`config.mk`:
```
export PLATFORM = sky130hd
export DESIGN_NAME = cflts_queue
export DESIGN_NICKNAME = d
export VERILOG_FILES = /design/src/rtl/cflts_pkg.sv /design/src/rtl/cflts_queue.sv
export SDC_FILE = /design/constraint.sdc
export NUM_CORES = 1
export LEC_CHECK = 0
export BUFFER_PORTS_ARGS = -buffer_cell sky130_fd_sc_hd__buf_4
export CORE_MARGIN = 2
export CORE_UTILIZATION = 50
export DETAILED_ROUTE_END_ITERATION = 6
export PLACE_DENSITY = 0.69
export SKIP_CTS_REPAIR_TIMING = 1
export SLEW_MARGIN = 20
export SYNTH_ARGS = -nofsm -noshare
export SYNTH_HDL_FRONTEND = slang
export SYNTH_SLANG_ARGS = --single-unit
```
`constraint.sdc`:
```
create_clock -name i_clk -period 17.8 [get_ports i_clk]
set_input_delay 3.56 -clock i_clk [delete_from_list [all_inputs] [get_ports i_clk]]
set_output_delay 3.56 -clock i_clk [all_outputs]
set_load 0.02 [all_outputs]
```
`src/rtl/cflts_pkg.sv`:
```
package cflts_pkg;

    localparam int FRAC_BITS   = 16;
    localparam int QUEUE_DEPTH = 4;
    localparam int QPTR_W      = $clog2(QUEUE_DEPTH);

    // Back pipeline stage map. Stage 0 is loaded from the queue.
    localparam int DIV1_LAST  = 64;   // kinetic energy quotient, one bit per stage
    localparam int SQM_LAST   = 32;   // metric norms, run beside the first divide
    localparam int K_PRES     = 65;
    localparam int K_GP       = 66;
    localparam int DIV2_LAST  = 119;  // a2 = g*p / rho, 53 quotient bits
    localparam int K_SQI      = 120;
    localparam int SQA_LAST   = 155;  // sound speed root, 35 digits
    localparam int K_MUL      = 156;
    localparam int K_SPD      = 157;
    localparam int K_MAX      = 158;
    localparam int NUM_STAGES = 195;  // last divide stage is 194

    localparam logic [18:0] ONE_HR    = 19'd65536;
    localparam logic [62:0] SPEED_CAP = 63'h4000_0000_0000_0000;
    localparam logic [30:0] DT_MAX    = 31'h7fff_ffff;

    localparam logic [1:0] ST_OK       = 2'd0;
    localparam logic [1:0] ST_ZERO_RHO = 2'd1;
    localparam logic [1:0] ST_NEG_P    = 2'd2;
    localparam logic [1:0] ST_SAT      = 2'd3;

    localparam logic CFG_HEAT_RATIO = 1'b0;
    localparam logic CFG_COURANT    = 1'b1;

    typedef struct packed {
        logic        zero;
        logic [30:0] rho;
        logic [30:0] e;
        logic [31:0] vxi;
        logic [31:0] veta;
        logic [63:0] msq;
        logic [63:0] sqx;
        logic [63:0] sqe;
    } t_item;

    typedef struct packed {
        logic [63:0] num;
        logic [63:0] rem;
        logic [63:0] den;
        logic [63:0] quo;
    } t_dv;

    typedef struct packed {
        logic [69:0] num;
        logic [39:0] rem;
        logic [35:0] root;
    } t_sq;

    typedef struct packed {
        logic        flag;
        logic [1:0]  stat;
        logic [30:0] rho;
        logic [30:0] e;
        logic [31:0] vxi;
        logic [31:0] veta;
        t_dv         dv;
        t_sq         sx;
        t_sq         se;
        t_sq         sa;
        logic [33:0] pv;
        logic [66:0] px;
        logic [66:0] pe;
        logic [62:0] tx;
        logic [62:0] te;
    } t_work;

    function automatic logic [31:0] mag32(input logic [31:0] v);
        return v[31] ? (~v + 32'd1) : v;
    endfunction

    // One restoring divide step: one quotient bit.
    function automatic t_dv div_step(input t_dv w);
        t_dv         o;
        logic [64:0] t;
        logic [64:0] d;
        o = w;
        t = {w.rem, w.num[63]};
        d = {1'b0, w.den};
        if (t >= d) begin
            t = t - d;
            o.quo = {w.quo[62:0], 1'b1};
        end else begin
            o.quo = {w.quo[62:0], 1'b0};
        end
        o.rem = t[63:0];
        o.num = {w.num[62:0], 1'b0};
        return o;
    endfunction

    // One digit of the square root: consumes the top two bits of num.
    function automatic t_sq sq_step(input t_sq w);
        t_sq         o;
        logic [39:0] r;
        logic [39:0] c;
        o = w;
        r = {w.rem[37:0], w.num[69:68]};
        c = {2'b00, w.root, 2'b01};
        if (r >= c) begin
            o.rem  = r - c;
            o.root = {w.root[34:0], 1'b1};
        end else begin
            o.rem  = r;
            o.root = {w.root[34:0], 1'b0};
        end
        o.num = {w.num[67:0], 2'b00};
        return o;
    endfunction

endpackage

```
`src/rtl/cflts_queue.sv`:
```
module cflts_queue
    import cflts_pkg::*;
(
    input  logic  i_clk,
    input  logic  i_rst_n,
    input  logic  i_push,
    input  t_item i_item,
    output logic  o_full,
    input  logic  i_pop,
    output logic  o_empty,
    output t_item o_item
);

    t_item              r_mem [0:QUEUE_DEPTH-1];
    logic [QPTR_W-1:0]  r_wp;
    logic [QPTR_W-1:0]  r_rp;
    logic [QPTR_W:0]    r_cnt;
    logic               w_push;
    logic               w_pop;

    assign o_full  = (r_cnt == (QPTR_W+1)'(QUEUE_DEPTH));
    assign o_empty = (r_cnt == '0);
    assign o_item  = r_mem[r_rp];
    assign w_push  = i_push && !o_full;
    assign w_pop   = i_pop && !o_empty;

    always_ff @(posedge i_clk) begin
        if (!i_rst_n) begin
            r_wp  <= '0;
            r_rp  <= '0;
            r_cnt <= '0;
        end else begin
            if (w_push) begin
                r_wp <= r_wp + 1'b1;
            end
            if (w_pop) begin
                r_rp <= r_rp + 1'b1;
            end
            if (w_push && !w_pop) begin
                r_cnt <= r_cnt + 1'b1;
            end else if (w_pop && !w_push) begin
                r_cnt <= r_cnt - 1'b1;
            end
        end
    end

    always_ff @(posedge i_clk) begin
        if (w_push) begin
            r_mem[r_wp] <= i_item;
        end
    end

endmodule

```
==> flow_summary.ini <==
[pwr]
p_leak_nw = 18.8
total_power_mw = 8.63
max-vdd-ir-drop_mv = 0.119
power_density_nw_per_um2 = 152

[logic_synthesis]
synth_cell_types = 24
yosysTopAreaCell = edfxtp_1
async_flop_share_pct = 0
synth-adder-area-share_pct = 0.176
synth.avg_cell_area_um2 = 27.3
ys_warn_count = 0
ys_top_cells_by_count = edfxtp_1 (1276), mux4_2 (319), buf_12 (33)
ys.flop_type = edfxtp_1
syn_area_um2 = 46800
synthCells = 1714
synth_edf_count = 1276
yosys.area.top_type_share_pct = 81.8
synthMuxAreaShare_pct = 15.4
synth.area.top_cells = edfxtp_1 (82%), mux4_2 (15%), buf_12 (1.4%), dfxtp_1 (0.38%), buf_2 (0.34%)
synth-simple-area-share_pct = 0.206
synth_top_family_by_area = multiplexers
synth_most_common_cell = edfxtp_1
seq_area_frac_synth_pct = 82.2
ys_ff_latch = 1285
synth_compound_area_share_pct = 0.0614
syn_nets = 2043
synthXorXnorAreaFrac_pct = 0.0748

[global_route]
grtUsageTotal_pct = 19.4
first_global_vias = 21900
grt_pass1_wl_um = 137000
grt_max_degree = 148
antenna_found_initial = 17
grt-ovfl-total = 0

[critical_path]
rr_endpoint = r_mem[2][147]
r2r_slack_ps = 13210
r2r_start = r_cnt[0]
worstPathArrival_ps = 5060
worstSetupEndpointType = output port
crit_required_ps = 14240
crit_fanout = 47
worstSetupStartpointType = flip-flop
path_class = reg -> out
r2r.worst_path.cells = 6

[clock_network]
clock-sinks = 1285
clock_latency_ps = 720
cts_tree = built
clock-root-buffer = clkbuf_16
htreeDepth = 4
cts_buffer_depth = 3
cts.clk_slew.worst_paths_ps = 60
cts_made_buffers = 131

[timing]
timing.fmax_mhz = 116
hold_viol = 0
period_share_pct = 48.4
setup_ws_ps = 9180
rsz0062_at_grt = no
setup_viol = 0
fin_crit_ps = 8620
slew_viol_final = 0
whs_ps = 515
max-slew-margin-rel_pct = 20.1
fin_skew_ps = 17.0
final.setup.tns_ps = 0
worst_pin_slew_ps = 1200

[place]
port_buffers = 643
place_ws_ps = 9670
gp_congestion = 0.778
place_hpwl_um = 57900
place_area_um2 = 52600

[floorplan]
rows = 112
die_x_um = 310
die_area_um2 = 96100
io_pins = 644
die_h_um = 310
core_um2 = 93000
start_util_pct = 50.3

[routing]
drt_iter0_drc = 1606
wire_per_inst_um = 24.8
first_pass_iters = 5
via_per_inst = 5.44
antenna_left = 0
vias = 20700
drc = 0
drt_wl_total_um = 94400

[run]
maxCapViolCount = 0

[cells_and_area]
area_delta_synth_final_pct = 20.9
fin_area_um2 = 56700
final_nets = 2772
drive_above_1_share_pct = 45.7

[hold_path]
hold_depth = 2
worstHoldEndpoint = r_wp[1]
min_from = r_wp[1]
holdCritPathClass = reg -> reg

[outcome]
status = complete, no violations
-- power breakdown --
| group | total (mW) | internal (mW) | switching (mW) |
|---|---|---|---|
| clock | 2.56 | 1.49 | 1.07 |
| sequential | 3.78 | 3.68 | 0.0997 |
| combinational | 2.29 | 1.04 | 1.25 |
-- registers in the layout, indices dropped and copies added (netlist names), named ones only --
signal and cells:
r_cnt 3, r_mem 1276, r_rp 2, r_wp 2
-- how the worst max path moves through the flow --
stage,startpoint,to,slack [ps],depth (start not counted)
2_1_floorplan,i_push,r_mem[0][0],5910,3
3_3_place_gp,flip-flop,o_item[136],9700,5
3_5_place_dp,flip-flop,o_item[136],9670,5
4_1_cts,flip-flop,o_item[136],8860,5
5_1_grt,flip-flop,o_item[197],8540,5
6_report,flip-flop,o_item[197],9180,5
-- per-stage QoR --
| stage | instances | util (%) |
|---|---|---|
| 3_5_place_dp | 3564 | 56.5 |
| 5_1_grt | 3802 | 60.9 |
| 3_3_place_gp | 3564 | 56.5 |
| 6_report | 3804 | 60.9 |
| 2_1_floorplan | 1714 | - |
| 4_1_cts | 3793 | 60.9 |
-- worst max-delay path: stages, from the launching register on --
cell	delay, ps
dfxtp_4	850
buf_4	830
buf_4	850
buf_4	800
mux4_2	650
buf_4	180
-- per-layer routing --
layer  routed length, µm  share of wire, %  vias up  global-route usage [%]
met2               48000                51      741                    31.3
met1               34400                36    10800                    23.6
li1                    -                 -     8955                       -
met5                 111              0.12        -                       0
met4                2830               3.0       16                    7.92
met3                9050               9.6      174                    7.59
-- layout make-up --
| cell class | instances | area [µm²] |
|---|---|---|
| diodes | 11 | 27.5 |
| clock inverters | 53 | 433 |
| flip-flops and latches | 1285 | 38500 |
| repair buffers | 669 | 5050 |
| inverters | 3 | 11.3 |
| clock buffers | 176 | 3590 |
| well taps | 1254 | 1570 |
| fillers | 6448 | 36400 |
| multi-input cells | 353 | 7470 |
-- kinds of logic (layout without fill, tap and decap cells) --
family,after synthesis,after routing
AO/OA/AOI/OAI,4,4
buffers and inverters,76,901
adder cells (fa/ha/maj),6,6
XOR/XNOR,4,4
multiplexers,322,322
other,0,11
AND/OR/NAND/NOR,17,17
flip-flops,1285,1285
-- layout by cell type (no fill, tap or decap), types with 2 or more instances in the layout --
cell       instances
nor2b_1            2
clkinv_2          13
dfxtp_1            7
buf_4            667
buf_12             2
edfxtp_1        1276
diode_2           11
and2_4             4
clkinv_1          25
inv_16             2
mux2i_1            3
xnor2_1            3
clkbuf_1          37
inv_6              5
clkinv_8           2
mux4_2           319
inv_1              3
bufinv_16          5
nand2_1            4
clkbuf_8           2
ha_1               5
dfxtp_4            2
and2_1             4
clkbuf_16        137
No activity file was read; power rests on OpenSTA's default activity.
